**src/hw/rtl/rdm_div.sv**
```systemverilog
// Pipelined restoring divider, one quotient bit per register stage.
// Depends on nothing; the divisor travels with the dividend.
module rdm_div #(
  parameter int NW = 32,
  parameter int DW = 21
) (
  input  logic          clk,
  input  logic          en,
  input  logic [NW-1:0] num,
  input  logic [DW-1:0] den,
  output logic [NW-1:0] quo,
  output logic [DW-1:0] rem
);
  logic [DW-1:0] rem_q [NW];
  logic [NW-1:0] num_q [NW];
  logic [DW-1:0] den_q [NW-1];

  for (genvar i = 0; i < NW; i++) begin : g_step
    logic [DW-1:0] rem_in;
    logic [NW-1:0] num_in;
    logic [DW-1:0] den_in;
    logic [DW:0]   t;
    logic [DW:0]   diff;
    logic          ge;

    if (i == 0) begin : g_first
      assign rem_in = '0;
      assign num_in = num;
      assign den_in = den;
    end else begin : g_next
      assign rem_in = rem_q[i-1];
      assign num_in = num_q[i-1];
      assign den_in = den_q[i-1];
    end

    assign t    = {rem_in, num_in[NW-1]};
    assign ge   = t >= {1'b0, den_in};
    assign diff = t - {1'b0, den_in};

    always_ff @(posedge clk) begin
      if (en) begin
        rem_q[i] <= ge ? diff[DW-1:0] : t[DW-1:0];
        num_q[i] <= {num_in[NW-2:0], ge};
      end
    end

    if (i < NW - 1) begin : g_den
      always_ff @(posedge clk) begin
        if (en) den_q[i] <= den_in;
      end
    end
  end

  assign quo = num_q[NW-1];
  assign rem = rem_q[NW-1];
endmodule

```
**config.mk**
```make
export PLATFORM = sky130hd
export DESIGN_NAME = rdm_div
export DESIGN_NICKNAME = d
export VERILOG_FILES = /design/src/hw/rtl/rdm_div.sv
export SDC_FILE = /design/constraint.sdc
export NUM_CORES = 2
export LEC_CHECK = 0
export BUFFER_PORTS_ARGS = -buffer_cell sky130_fd_sc_hd__buf_2
export CAP_MARGIN = 25
export CORE_ASPECT_RATIO = 0.6
export CORE_MARGIN = 10
export CORE_UTILIZATION = 30
export CTS_BUF_LIST = sky130_fd_sc_hd__clkbuf_16
export CTS_CLUSTER_DIAMETER = 60
export DETAILED_ROUTE_END_ITERATION = 10
export PLACE_DENSITY = 0.41
export SLEW_MARGIN = 15
export SYNTH_ARGS = -nofsm -noshare
export SYNTH_HDL_FRONTEND = slang
export SYNTH_SLANG_ARGS = --single-unit
```
**constraint.sdc**
```tcl
create_clock -name clk -period 4.5 [get_ports clk]
set_input_delay 0.225 -clock clk [delete_from_list [all_inputs] [get_ports clk]]
set_output_delay 0.225 -clock clk [all_outputs]
set_load 0.005 [all_outputs]
```
==> impl_results.md <==
* Number of nets produced by synthesis at 9108
* Part of the cycle the worst path needs at 93.5%
* Warnings, synthesis at 0
* Cells after Synth at ~8400
* Average instance area after synthesis at ~13 µm²
* Pleak at between 40 and 50 nW
* Worst IR Drop VDD at approximately 0.32 mV
* CTS clk-pin slew, worst paths at 60 ps
* Total Neg Setup Slack at 0 ps
* Number of buffers created by CTS at roughly 270
* Number of sinks on the clock net at 2347
* Sum of internal, switching and leakage power at a little under 90 mW
* Top flip-flop cell by instance count after synthesis: edfxtp_1
* Hold/Removal Path Class: input port to flip-flop
* Fraction of layout cells with a size suffix above 1 at between 10% and 20%
* Status: completed
* Required time at the worst-slack endpoint at 5080 ps
* Row count at about 170
* Die Footprint at 0.394 mm²
* Endpoint type of the worst setup path: flip-flop
* Netlist area before placement at around 0.11 mm²
* Worst slew pin tran at ~1000 ps
* Reg area at ~0.070 mm²
* Number of ports placed on the die boundary at roughly 110
* Drt initial violations at about 6500
* Critical path class: flip-flop to flip-flop
* Post-detailed-route DRC marker count at 0
* Placer congestion estimate at about 0.86
* Area of the multi-input gates at 0.0362 mm²
* Max Cap Viol at 0
* Height of the die at just under 500 µm
* Wire length per cell at 19.1 µm
* Number of enable flip-flop cells after synthesis at 2347
* Setup repair after global routing missed its margin: false
* Antenna violations before repair at 16
* Slack of the worst reg-to-reg path at about 300 ps
* Count of distinct cell types in the synthesized netlist at 93
* Register bit count reported by yosys at about 2300
* Number of iterations in the first detailed-routing pass at 7
* Maximum number of pins on one net before global-route repair at 162
* Initial cell density of the core at between 30% and 40%
* Relative max-transition margin at a little under a third
* PD cells at between 700 and 800 mW/mm²
* Post-CTS setup buffer count at 0
* Startpoint of the tightest hold check path: num[2]
* Overflow left after global routing at 0
* Reg-to-reg startpoint: den_q[10][0]$_DFFE_PP_
* Total core area at between 0.3 and 0.4 mm²
* Library cell used as clock root buffer: clkbuf_16
* Length in cells of the worst reg-to-reg path at 12
* Area delta synth->final at 14.9%
* Final Slew Violations at 0
* Vias after detailed routing at ~66000
* Final clock skew at between 40 and 50 ps
* Total setup violations reported at the end of the flow at 0
* Global-route usage over all layers at roughly an eighth
* Vias per cell at roughly 4.8
* DRT antenna net count at 0
* Sequential area share after synthesis at 63.8%
* Detailed Route WL at around 260 mm
* Timing startpoint of the critical path: den_q[10][0]$_DFFE_PP_
* Worst setup path end: rem_q[2][65]$_DFFE_PP_
* Critical Path AT at around 4800 ps
* Port bufs at approximately 110
* Fmax at around 240 MHz
* Fillers at 35600
* Wire length of the first global-routing pass at approximately 400 mm
* Fraction of registers with async set/reset at 0%
* Vias in the first global route at between 60000 and 70000
* Tmin final at between 4000 and 5000 ps
* Number of buffers on the longest clock path at 4
* Clock latency at the later pin of the worst-skew pair at 860 ps
* Clock tree from TritonCTS: done
* Horizontal die dimension at about 800 µm
* Critical Path Start Type: flip-flop
* Nets at approximately 9500
* Final hold vios at 0
* Detailed Place HPWL at 190 mm
* Worst Path Max Fanout at 17
* Number of H-tree levels at 5
* Endpoint of the lowest-slack register-to-register path: rem_q[2][65]$_DFFE_PP_
## layer usage
layer	part of all wire [%]	track usage, %	vias to the layer above
li1	-	-	31900
met1	54	21.1	32100
met2	37	16.3	1621
met3	7.3	3.34	360
met4	2.1	2.79	2
met5	0.0049	0	-
## metrics by stage
| step | util, % | instance area [µm²] | cells | hold WS (ps) | worst slack (ps) |
|---|---|---|---|---|---|
| floorplan | - | 110000 | 8369 | 324 | 898 |
| global placement | 32.2 | 118000 | 13300 | 400 | 455 |
| detailed placement | 32.2 | 118000 | 13300 | 403 | 344 |
| CTS | 34.6 | 127000 | 13800 | 4.76 | 281 |
| global route | 34.6 | 127000 | 13800 | 21.5 | 78.8 |
| finish | 34.6 | 127000 | 13800 | 108 | 295 |
## cells by family after synthesis
logic type	count (synthesis)	share of synthesized area, %
adder cells (fa/ha/maj)	684	7.96
XOR/XNOR	515	4.08
multiplexers	274	2.78
flip-flops	2347	63.8
AO/OA/AOI/OAI	1976	11.2
AND/OR/NAND/NOR	1563	6.68
buffers and inverters	1010	3.50
## area by class of cell
class	count	share of cell area, %
Sequential cell	2347	55.6
Multi-Input combinational cell	5012	28.5
Clock buffer	273	5.39
Tap cell	4872	4.81
Inverter	855	2.53
Timing Repair Buffer	292	1.97
Clock inverter	190	1.23
Antenna cell	3	0.00592
## timing repair
action / 4_1_cts / 5_1_grt
hold buffers: 65 / 0
resized for setup: 0 / 1
setup endpoints to repair: 0 / 8
endpoints found under the hold margin: 120 / 0
## cells in the final DEF, fill, tap and decap left out, types with 71 or more instances in the layout
| cell | synthesis | layout |
|---|---|---|
| mux2_2 | 255 | 255 |
| o21a_1 | 87 | 87 |
| nor2_1 | 520 | 520 |
| nor2b_1 | 73 | 73 |
| xnor2_1 | 332 | 332 |
| a21o_1 | 272 | 272 |
| inv_1 | 855 | 902 |
| buf_2 | 21 | 107 |
| buf_4 | 0 | 86 |
| edfxtp_1 | 2347 | 2347 |
| o21ai_0 | 423 | 422 |
| xor2_1 | 183 | 183 |
| a21oi_1 | 688 | 687 |
| o21bai_1 | 87 | 87 |
| ha_1 | 653 | 653 |
| clkbuf_16 | 0 | 273 |
| nand4_1 | 71 | 71 |
| nand2_1 | 408 | 408 |
| nand3_1 | 113 | 113 |
| nor3_1 | 71 | 71 |
| a31oi_1 | 74 | 74 |
## cells in the mapped netlist (50+ instances only)
library cell  number  area [µm²]
clkbuf_1         113         424
xnor2_1          332        2910
edfxtp_1        2347       70500
o21ai_0          423        2120
mux2_2           255        2870
nor2_1           520        1950
a31oi_1           74         463
xor2_1           183        1600
o31ai_1           50         375
nand2_1          408        1530
a21oi_1          688        3440
o21a_1            87         653
inv_1            855        3210
nor3_1            71         355
nor2b_1           73         457
nand2b_1          59         369
nor4_1            57         357
ha_1             653        8170
nand3_1          113         566
nand4_1           71         444
a21o_1           272        2040
o21bai_1          87         653
## critical path, stage by stage, from the launching register on
cell and delay [ps]:
edfxtp_1 630, ha_1 270, inv_1 60, fa_1 400, nand2_1 120, a21oi_1 140
o41a_1 380, o41ai_2 610, o31ai_1 170, a21o_1 220, a21oi_2 430, buf_4 330
o21ai_0 170
## report_power, final
| part | switching, mW | total, mW | internal, mW |
|---|---|---|---|
| clock | 9.13 | 21.4 | 12.2 |
| sequential | 3.04 | 33.7 | 30.6 |
| combinational | 19.6 | 34.4 | 14.8 |
## sequential cells by signal, indices dropped and copies added (netlist names)
name   flops
num_q   1024
rem_q    672
den_q    651
## worst min path at each step
stage,endpoint,slack [ps],cells past startpoint
2_1_floorplan,den_q[0][0]$_DFFE_PP_,320,0
3_3_place_gp,num_q[0][165]$_DFFE_PP_,400,0
3_5_place_dp,num_q[0][25]$_DFFE_PP_,400,1
4_1_cts,num_q[0][14]$_DFFE_PP_,5,2
5_1_grt,num_q[0][16]$_DFFE_PP_,20,2
6_report,num_q[0][3]$_DFFE_PP_,110,2
No activity file was read; power rests on OpenSTA's default activity.
