## config.mk

```make
export PLATFORM = sky130hd
export DESIGN_NAME = rdm_pipe
export DESIGN_NICKNAME = d
export VERILOG_FILES = /design/src/hw/rtl/rdm_pipe.sv
export SDC_FILE = /design/constraint.sdc
export NUM_CORES = 1
export LEC_CHECK = 0
export BUFFER_PORTS_ARGS = -buffer_cell sky130_fd_sc_hd__buf_2
export CAP_MARGIN = 20
export CORE_MARGIN = 2
export CORE_UTILIZATION = 35
export DETAILED_ROUTE_END_ITERATION = 10
export PLACE_DENSITY = 0.61
export SLEW_MARGIN = 20
export SYNTH_ARGS = -nofsm -noshare
export SYNTH_HDL_FRONTEND = slang
export SYNTH_SLANG_ARGS = --single-unit
```

## constraint.sdc

```tcl
create_clock -name clk -period 0.95 [get_ports clk]
set_input_delay 0.0475 -clock clk [delete_from_list [all_inputs] [get_ports clk]]
set_output_delay 0.0475 -clock clk [all_outputs]
set_load 0.02 [all_outputs]
```

## src/hw/rtl/rdm_pipe.sv

```systemverilog
// Delay line that carries a valid bit and a context word beside a divider.
// Depends on nothing.
module rdm_pipe #(
  parameter int W     = 8,
  parameter int DEPTH = 4
) (
  input  logic         clk,
  input  logic         rst,
  input  logic         en,
  input  logic         in_vld,
  input  logic [W-1:0] in_data,
  output logic         out_vld,
  output logic [W-1:0] out_data
);
  logic         vld  [DEPTH];
  logic [W-1:0] data [DEPTH];

  always_ff @(posedge clk) begin
    if (rst) begin
      for (int i = 0; i < DEPTH; i++) vld[i] <= 1'b0;
    end else if (en) begin
      vld[0] <= in_vld;
      for (int i = 1; i < DEPTH; i++) vld[i] <= vld[i-1];
    end
  end

  always_ff @(posedge clk) begin
    if (en) begin
      data[0] <= in_data;
      for (int i = 1; i < DEPTH; i++) data[i] <= data[i-1];
    end
  end

  assign out_vld  = vld[DEPTH-1];
  assign out_data = data[DEPTH-1];
endmodule

```

==> results of run 1 <==
[cells by family (layout without fill, tap and decap cells)]
family        count (synthesis)  in the layout
simple gates                  5              5
flops                        36             36
buf+inv                       0             40
[placed cells by master, fill, tap and decap left out]
cell           instances
bufinv_16              3
or2_1                  1
and3b_1                4
clkbuf_4               5
buf_2                 12
edfxtp_1              36
dlygate4sd3_1          8
buf_4                  4
buf_6                  8
[power groups by stage]
stage | sequential, W | combinational [W] | clock, W
6_report | 0.00189 | 0.000167 | 0.00157
5_1_grt | 0.00191 | 0.000183 | 0.00168
4_1_cts | 0.00189 | 0.000151 | 0.00161
3_5_place_dp | 0.00193 | 0.000123 | 0
3_3_place_gp | 0.00192 | 0.000121 | 0
2_1_floorplan | 0.00195 | 0.00000879 | 0
[state kept, by name, summed over array words and instances, names as in the netlist]
register  flops
vld           4
data         32
[final cells by class]
type                            instances  share of cell area
Tap cell                               44             0.03517
Clock inverter                          3             0.05755
Clock buffer                            5             0.02398
Timing Repair Buffer                   32              0.1663
Sequential cell                        36              0.6907
Multi-Input combinational cell          5             0.02638
[routing by layer]
metal  track usage  up-vias  part of all wire
met5             0        -                 0
met1       0.09773      241              0.42
met2        0.1029       18              0.48
li1              -      244                 -
met4       0.04658        0             0.016
met3       0.06397        3             0.081
[repair_timing]
item                       CTS  global route
resized for setup            2            14
buffers inserted             0             0
hold endpoints to repair     8             0
setup endpoints to repair    1             9
pin swaps                    0             0
hold buffers                 8             0
[per-stage QoR]
step,setup WS (ns),TNS (ns),std cells
final,0.01928,0,125
after global routing,-0.05492,-0.2717,125
after CTS,-0.004317,-0.004317,125
after detailed placement,0.1607,0,109
after global placement,0.1774,0,109
after floorplan,0.2037,0,41
[final timing paths]
path,slack [ns],cells past startpoint,start,end
setup / recovery,0.02,1,data[3][4]$_DFFE_PP_,out_data[4]
hold / removal,0.03,2,in_vld,vld[0][0]$_SDFFCE_PN0P_
setup reg to reg,0.15,1,vld[0][1]$_SDFFCE_PN0P_,vld[0][2]$_SDFFCE_PN0P_
hold reg to reg,0.42,0,data[1][0]$_DFFE_PP_,data[2][0]$_DFFE_PP_
==> metrics.cfg, run 1 <==
[floorplanning]
rows = 20
core_um2 = 3053
die_w_um = 60.63
dieArea_um2 = 3675
starting_density_of_the_core = 0.3676
io-pin-count = 21
die_height_um = 60.63

[finish]
multi_input_area_um2 = 41.29
fin_area_um2 = 1565
num_antenna_cells = 0
layout-drive-gt1-share = 0.3951
final_util = 0.5127
fin_nets = 92
area_delta_synth_final_pct = 39.46
register_area_um2 = 1081
fillerInstances = 256

[clock_tree]
clock_latency_ns = 0.33
clock_tree.buffer_depth = 2
clock_tree_from_tritoncts = yes
worst_setup_hold_path_clk_slew_ns = 0.11
ctsHtreeMaxLevel = 2
root_buffer = clkbuf_4
cts.sink_count = 36
clock_buffers_created_by_tritoncts = 5

[placed_design]
placement.io_buffers = 20
final_replace_weighted_congestion = 0.6194
detailed_place_hpwl_um = 802.2
placed_area_um2 = 1308

[power]
power_switching_share = 0.1626
share_of_total_power_in_the_clock_network = 0.432
leak_nw = 0.6016
power_frac_seq = 0.521
comb_power_share = 0.046
irDropWorstVdd_mv = 1.052
cellInternalPower_w = 0.003041
total_power_consumption_of_the_routed_design_w = 0.003631
p_sw_w = 0.0005904
powerDensity_nw_per_um2 = 2320

[sta]
hold-worst-slack_ns = 0.03163
clock-skew-final_ns = 0.01008
timing.final.setup_violations = 0
final.period_utilization = 0.9797
worst_pin_slew_ns = 0.1923
worst_relative_slew_slack = 0.8718
max_freq_ghz = 1.074
final_max_slew_viol_count = 0
timing_hold_violations_final = 0
rsz0062_at_grt = yes
period_needed_ns = 0.9307

[route]
detailroute.via_count = 506
routed_via_density = 4.048
drc_violations_left = 0
initialDrtViolationCount = 6
antenna_violating_nets_left = 0
detailedRoute.firstPassIterationCount = 2
routed_wl_mm = 1.282
wl_per_cell_um = 10.26

[synth]
ys_warn_count = 0
synth_top_area_frac = 0.9632
yosys.cell_types.count = 3
netlist_top_cells_count = edfxtp_1, and3b_1, or2_1
yosys.area.top_type = edfxtp_1
share_of_the_synthesized_area_in_compound_gates_ao_oa_aoi_oai = 0
synth.mux.area_fraction = 0
yosysMostFrequentCell = edfxtp_1
synth_enable_flop_cells = 36
synth_adder_area_share = 0
combinational_family_with_the_most_area_after_synthesis = simple AND/OR/NAND/NOR gates
synth_fp_nets = 53
mappedNetlistArea_um2 = 1122
synth_area_leaders = edfxtp_1, and3b_1, or2_1
synth_ff_type = edfxtp_1
ys_seq_elements = 36
synthArstFlopShare = 0
synth_sequential_area_ratio = 0.9632
synth_xor_area_frac = 0
synth_cells = 41
synth_simple_gate_area_share = 0.03679
postSynthAreaPerCell_um2 = 27.37

[global_routing]
grt_pass1_vias = 433
grt.overflow.total = 0
grt_max_degree = 13
grt_pass1_wl_mm = 1.952
grt_util_all_layers = 0.08161
grt_antenna_before_repair = 0

[critical_path]
path_max_fanout = 1
critical_path_required_ns = 0.90
worst-setup-path-type = reg2out
max_stage_delay_ns = 0.40
worstPathBufferInverterCount = 1
setup.worst_path.start_class = register
worst_setup_path_end_kind = output pin
cell_at_the_slowest_stage_of_the_critical_path = edfxtp_1
critical-path-top-delay-family = flip-flops
critical_path.cell_chain = buf_6
timing.critical_path.arrival_ns = 0.88

[run_status]
status = completed

[job]
timing.max_cap.violations = 0

[min_path]
worst_hold_path_type = in2reg

(Power assumes the default switching activity.)
==> run 2: changes to the inputs <==
--- a/config.mk
+++ b/config.mk
@@ -7,9 +7,11 @@
 export LEC_CHECK = 0
 export BUFFER_PORTS_ARGS = -buffer_cell sky130_fd_sc_hd__buf_2
 export CAP_MARGIN = 20
+export CORE_ASPECT_RATIO = 0.9
 export CORE_MARGIN = 2
 export CORE_UTILIZATION = 35
 export DETAILED_ROUTE_END_ITERATION = 10
+export MAX_ROUTING_LAYER = met4
 export PLACE_DENSITY = 0.61
 export SLEW_MARGIN = 20
 export SYNTH_ARGS = -nofsm -noshare
==> run 2 against run 1 <==
  * Largest power group unchanged
  * Utilization is 3.7 points lower
  * Non-clock buffer count is 2 lower
  * Worst setup slack better by 0.017 ns
  * Register-to-register slack hardly changed
  * Final area is 6.8% lower
  * Die area hardly changed
==> metrics.cfg, run 2 (same netlist as run 1, synthesis figures left out) <==
[floorplanning]
rows = 19  ; -5.0%
dieArea_um2 = 3676  ; about the same
starting_density_of_the_core = 0.3660  ; -0.001650
core_um2 = 3067  ; +0.45%
die_height_um = 57.72  ; -4.8%
io-pin-count = 21  ; unchanged
die_w_um = 63.69  ; +5.1%

[placed_design]
placement.io_buffers = 20  ; unchanged
placed_area_um2 = 1303  ; -0.38%
final_replace_weighted_congestion = 0.6006  ; -3.0%

[route]
wl_per_cell_um = 11.27  ; +9.9%
routed_wl_mm = 1.352  ; +5.5%
detailroute.via_count = 484  ; -4.3%
detailedRoute.firstPassIterationCount = 3  ; +1
drc_violations_left = 0  ; unchanged
initialDrtViolationCount = 20  ; +14
antenna_violating_nets_left = 0  ; unchanged
routed_via_density = 4.033  ; -0.36%

[sta]
final.period_utilization = 0.9620  ; -0.01770
worst_relative_slew_slack = 0.8835  ; +0.01173
final_max_slew_viol_count = 0  ; unchanged
rsz0062_at_grt = yes
worst_pin_slew_ns = 0.1747  ; -0.01759 ns
timing.setup.tns_ns = 0  ; unchanged
timing.final.setup_violations = 0  ; unchanged
clock-skew-final_ns = 0.01035  ; +0.0002643 ns
period_needed_ns = 0.9139  ; -0.01682 ns
max_freq_ghz = 1.094  ; +1.8%
timing_hold_violations_final = 0  ; unchanged

[clock_tree]
cts.sink_count = 36  ; unchanged
clock_buffers_created_by_tritoncts = 5  ; unchanged
root_buffer = clkbuf_4
worst_setup_hold_path_clk_slew_ns = 0.10  ; about the same
clock_tree.buffer_depth = 2  ; unchanged
clock_latency_ns = 0.33  ; about the same
clock_tree_from_tritoncts = yes
ctsHtreeMaxLevel = 2  ; unchanged
setup_buffers_after_cts = 0  ; unchanged

[critical_path]
cell_at_the_slowest_stage_of_the_critical_path = edfxtp_1
timing.critical_path.arrival_ns = 0.87  ; about the same
worst_setup_path_end_kind = output pin
worstReg2RegStart = vld[0][1]$_SDFFCE_PN0P_
reg2reg_depth = 1  ; unchanged
reg2reg_to = vld[0][2]$_SDFFCE_PN0P_
regToRegSetupSlack_ns = 0.15  ; about the same
critical_path.cell_chain = buf_6
critical-path-top-delay-family = flip-flops
worstPathBufferInverterCount = 1  ; unchanged
path_max_fanout = 1  ; unchanged
critical_path_required_ns = 0.90  ; about the same
setup.worst_path.start_class = register
max_stage_delay_ns = 0.39  ; about the same
critical_path.startpoint = vld[0][3]$_DFFE_PP_
worst-setup-path-type = reg2out

[global_routing]
grt_util_all_layers = 0.09376  ; +0.01216
grt_pass1_vias = 450  ; +3.9%
grt_max_degree = 24  ; +11
grt.overflow.total = 0  ; unchanged
grt_pass1_wl_mm = 2.208  ; +13%
grt_antenna_before_repair = 0  ; unchanged

[finish]
fin_area_um2 = 1459  ; -6.8%
flip_flop_count_of_the_largest_register_after_layout = 32  ; unchanged
num_antenna_cells = 0  ; unchanged
register_area_um2 = 1081  ; unchanged
multi_input_area_um2 = 41.29  ; unchanged
fin_nets = 90  ; -2.2%
final_cell_mix = edfxtp_1, buf_2, dlygate4sd3_1
fillerInstances = 257  ; +0.39%
registers.top_by_ff_count = data
layout-drive-gt1-share = 0.3462  ; -0.04891
area_delta_synth_final_pct = 29.99
layout_commonest_cell = edfxtp_1
top_regs = data (32), vld (4)

[min_path]
worstHoldStart = en
worst_hold_path_type = in2reg
min_delay_worst_endpoint = data[2][1]$_DFFE_PP_
hold_depth = 1  ; -1

[power]
cellInternalPower_w = 0.002206  ; -27%
p_sw_w = 0.0005353  ; -9.3%
comb_power_share = 0.059  ; +0.013
irDropWorstVdd_mv = 0.7411  ; -30%
power_switching_share = 0.1953  ; +0.03267
share_of_total_power_in_the_clock_network = 0.251  ; -0.181
power_frac_seq = 0.691  ; +0.170
powerDensity_nw_per_um2 = 1879  ; -19%
leak_nw = 0.5510  ; -8.4%

[job]
timing.max_cap.violations = 0  ; unchanged

[run_status]
status = completed

-- run 2: area by class of cell --
type	count	area share
Sequential cell	36	0.7410
Timing Repair Buffer	30	0.1638
Tap cell	42	0.03602
Multi-Input combinational cell	5	0.02830
Clock buffer	5	0.02573
Clock inverter	2	0.005146
-- run 2: worst max path at each step --
stage / end / slack, ns / cells after the start
floorplan: vld[0][3]$_DFFE_PP_ / 0.20 / 1
finish: out_vld / 0.04 / 1
global placement: vld[0][1]$_SDFFCE_PN0P_ / 0.14 / 3
global route: out_data[7] / -0.03 / 1
CTS: out_vld / 0.01 / 1
detailed placement: vld[0][1]$_SDFFCE_PN0P_ / 0.12 / 3
-- run 2: power by group through the flow --
| stage | Clock, W | Sequential [W] | Combinational, W |
|---|---|---|---|
| floorplan | 0 | 0.00195 | 0.00000879 |
| global placement | 0 | 0.00192 | 0.000118 |
| detailed placement | 0 | 0.00193 | 0.000123 |
| CTS | 0.000722 | 0.00189 | 0.000148 |
| global route | 0.000800 | 0.00191 | 0.000173 |
| finish | 0.000688 | 0.00189 | 0.000161 |
-- run 2: metrics by stage --
step | hold slack [ns] | utilization | std cells | total power (W) | worst slack [ns]
2_1_floorplan | 0.1464 | - | 41 | 0.001960 | 0.2037
4_1_cts | 0.05186 | 0.4655 | 120 | 0.002763 | 0.01096
6_report | 0.05712 | 0.4757 | 120 | 0.002742 | 0.03609
3_5_place_dp | 0.2258 | 0.4247 | 105 | 0.002051 | 0.1158
5_1_grt | 0.04115 | 0.4757 | 120 | 0.002879 | -0.02690
3_3_place_gp | 0.2238 | 0.4247 | 105 | 0.002040 | 0.1381
-- run 2: timing repair --
action,in CTS,in global routing
hold buffers,8,0
setup endpoints to repair,0,6
endpoints found under the hold margin,8,0
resized for setup,0,10
-- run 2: layer usage --
layer,part of all wire,GRT usage,up-vias
li1,-,-,238
met1,0.41,0.09486,218
met2,0.47,0.1338,21
met3,0.076,0.05243,7
met4,0.041,0.07453,0
met5,0,-,-
==> run 3: changes to the inputs <==
--- a/config.mk
+++ b/config.mk
@@ -5,6 +5,7 @@
 export SDC_FILE = /design/constraint.sdc
 export NUM_CORES = 1
 export LEC_CHECK = 0
+export ABC_AREA = 1
 export BUFFER_PORTS_ARGS = -buffer_cell sky130_fd_sc_hd__buf_2
 export CAP_MARGIN = 20
 export CORE_ASPECT_RATIO = 0.9
==> run 3 against run 2 <==
  * Sequential power hardly changed
  * Sequential cell count stayed put
  * Non-clock buffer count stayed put
  * Routed wire length is 2.1% lower
  * Synthesized cell count is 15% higher
  * Register-to-register slack better by 0.07 ns
==> metrics.cfg, run 3 <==
[critical_path]
critical_path.cell_chain = buf_6
path_max_fanout = 1  ; unchanged
cell_at_the_slowest_stage_of_the_critical_path = edfxtp_1
max_stage_delay_ns = 0.40  ; about the same
worstReg2RegStart = vld[0][0]$_SDFFCE_PN0P_
reg2reg_depth = 2  ; +1
worst-setup-path-type = reg2out
setup.worst_path.start_class = register
worstPathBufferInverterCount = 1  ; unchanged
critical_path_required_ns = 0.90  ; about the same
worst_setup_path_end_kind = output pin
reg2reg_to = vld[0][1]$_SDFFCE_PN0P_
timing.critical_path.arrival_ns = 0.86  ; about the same
regToRegSetupSlack_ns = 0.22  ; +0.07 ns
critical-path-top-delay-family = flip-flops

[global_routing]
grt_antenna_before_repair = 0  ; unchanged
grt_pass1_wl_mm = 2.028  ; -8.2%
grt_pass1_vias = 471  ; +4.7%
grt.overflow.total = 0  ; unchanged
grt_util_all_layers = 0.08857  ; -0.005190
grt_max_degree = 24  ; unchanged

[min_path]
worst_hold_path_type = in2reg
hold_depth = 3  ; +2
min_delay_worst_endpoint = vld[0][0]$_SDFFCE_PN0P_
worstHoldStart = in_vld

[sta]
timing_hold_violations_final = 0  ; unchanged
timing.final.setup_violations = 0  ; unchanged
max_freq_ghz = 1.102  ; +0.72%
period_needed_ns = 0.9073  ; -0.006567 ns
final.period_utilization = 0.9551  ; -0.006912
worst_relative_slew_slack = 0.8722  ; -0.01131
rsz0062_at_grt = yes
final_max_slew_viol_count = 0  ; unchanged
clock-skew-final_ns = 0.003445  ; -0.006902 ns
hold-worst-slack_ns = 0.02190  ; -0.03522 ns
timing.setup.tns_ns = 0  ; unchanged
worst_pin_slew_ns = 0.1917  ; +0.01697 ns

[clock_tree]
root_buffer = clkbuf_4
worst_setup_hold_path_clk_slew_ns = 0.09  ; about the same
clock_tree_from_tritoncts = yes
clock_latency_ns = 0.32  ; about the same
clock_buffers_created_by_tritoncts = 5  ; unchanged
cts.sink_count = 36  ; unchanged
setup_buffers_after_cts = 0  ; unchanged
clock_tree.buffer_depth = 2  ; unchanged
ctsHtreeMaxLevel = 2  ; unchanged

[synth]
ys_warn_count = 0  ; unchanged
synth_cells = 47  ; +15%
synthArstFlopShare = 0  ; unchanged
synth_area_leaders = edfxtp_1, inv_1, nor2_1, or2_1, nand2_1
yosys.area.top_type = edfxtp_1
synth_ff_type = edfxtp_1
mappedNetlistArea_um2 = 1125  ; +0.22%
ys_seq_elements = 36  ; unchanged
synth_fp_nets = 59  ; +11%
synth_top_area_frac = 0.9611  ; -0.002143
synth_sequential_area_ratio = 0.9611  ; -0.002143
yosysMostFrequentCell = edfxtp_1
postSynthAreaPerCell_um2 = 23.93  ; -13%
yosys.cell_types.count = 5  ; +2
synth_enable_flop_cells = 36  ; unchanged
netlist_top_cells_count = edfxtp_1, inv_1, nor2_1, nand2_1, or2_1

[route]
antenna_violating_nets_left = 0  ; unchanged
initialDrtViolationCount = 17  ; -15%
routed_wl_mm = 1.323  ; -2.1%
routed_via_density = 3.866  ; -4.1%
wl_per_cell_um = 10.42  ; -7.5%
drc_violations_left = 0  ; unchanged
detailroute.via_count = 491  ; +1.4%
detailedRoute.firstPassIterationCount = 2  ; -1

[power]
comb_power_share = 0.058  ; about the same
powerDensity_nw_per_um2 = 1892  ; +0.70%
power_frac_seq = 0.685  ; -0.006
total_power_consumption_of_the_routed_design_w = 0.002761  ; +0.70%
cellInternalPower_w = 0.002228  ; +0.99%
power_switching_share = 0.1930  ; -0.002297
leak_nw = 0.5487  ; -0.42%
p_sw_w = 0.0005327  ; -0.49%
irDropWorstVdd_mv = 0.7529  ; +1.6%
share_of_total_power_in_the_clock_network = 0.257  ; +0.006

[finish]
num_antenna_cells = 0  ; unchanged
registers.top_by_ff_count = data
area_delta_synth_final_pct = 29.70
layout_commonest_cell = edfxtp_1
flip_flop_count_of_the_largest_register_after_layout = 32  ; unchanged
top_regs = data (32), vld (4)
fin_cells = 127  ; +5.8%
layout-drive-gt1-share = 0.3176  ; -0.02851
final_cell_mix = edfxtp_1, buf_2, dlygate4sd3_1
fillerInstances = 258  ; +0.39%
fin_nets = 96  ; +6.7%

[floorplanning]
die_height_um = 57.78  ; +0.10%
core_um2 = 3067  ; unchanged
rows = 19  ; unchanged
die_w_um = 63.76  ; +0.10%
io-pin-count = 21  ; unchanged
starting_density_of_the_core = 0.3668  ; +0.0008162
dieArea_um2 = 3684  ; +0.21%

[placed_design]
final_replace_weighted_congestion = 0.6360  ; +5.9%
placement.io_buffers = 20  ; unchanged
place_inst = 111  ; +5.7%
detailed_place_hpwl_um = 836

[run_status]
status = completed

[job]
timing.max_cap.violations = 0  ; unchanged

-- run 3: worst max-delay path by stage --
stage                                  startpoint                      end  slack (ns)  cells after the start
after floorplan           vld[0][0]$_SDFFCE_PN0P_  vld[0][1]$_SDFFCE_PN0P_        0.28                      2
after global placement                         en  vld[0][0]$_SDFFCE_PN0P_        0.18                      2
after detailed placement                       en  vld[0][1]$_SDFFCE_PN0P_        0.16                      2
after CTS                    data[3][3]$_DFFE_PP_              out_data[3]        0.01                      1
after global routing         data[3][5]$_DFFE_PP_              out_data[5]       -0.03                      1
final                         vld[0][3]$_DFFE_PP_                  out_vld        0.04                      1
-- run 3: timing repair --
action,in CTS,in global routing
hold endpoints to repair,8,0
hold buffers,8,0
resized for setup,0,8
endpoints found under the setup margin,0,9
-- run 3: area by class of cell --
| cell class | instances | area (µm²) | share of cell area |
|---|---|---|---|
| clock inverter | 1 | 3.754 | 0.002573 |
| tap | 42 | 52.55 | 0.03602 |
| multi-input combinational | 6 | 25.02 | 0.01715 |
| sequential | 36 | 1081 | 0.7410 |
| clock buffer | 7 | 45.04 | 0.03087 |
| timing repair buffer | 30 | 232.7 | 0.1595 |
| inverter | 5 | 18.77 | 0.01286 |
-- run 3: kinds of logic after synthesis --
kind of cell           count (synthesis)  synth area share
buffers and inverters                  5           0.01669
flip-flops                            36            0.9611
AND/OR/NAND/NOR                        6           0.02224
-- run 3: layer usage --
layer  track usage  routed length (µm)
met2        0.1429                 703
met5             -                   0
met3       0.05825                  90
met4       0.06522                  25
met1       0.07143                 503
-- run 3: stage by stage --
step	area, µm²	setup WS (ns)	util
after floorplan	1125	0.2809	-
after CTS	1434	0.01170	0.4676
after global placement	1305	0.1814	0.4255
after detailed placement	1305	0.1644	0.4255
after global routing	1459	-0.03480	0.4757
final	1459	0.04266	0.4757
-- run 3: power by group through the flow --
stage	clock, W	sequential [W]	combinational [W]
finish	0.000711	0.00189	0.000160
floorplan	0	0.00195	0.0000119
CTS	0.000746	0.00189	0.000151
global placement	0	0.00192	0.000120
global route	0.000837	0.00190	0.000172
detailed placement	0	0.00193	0.000125
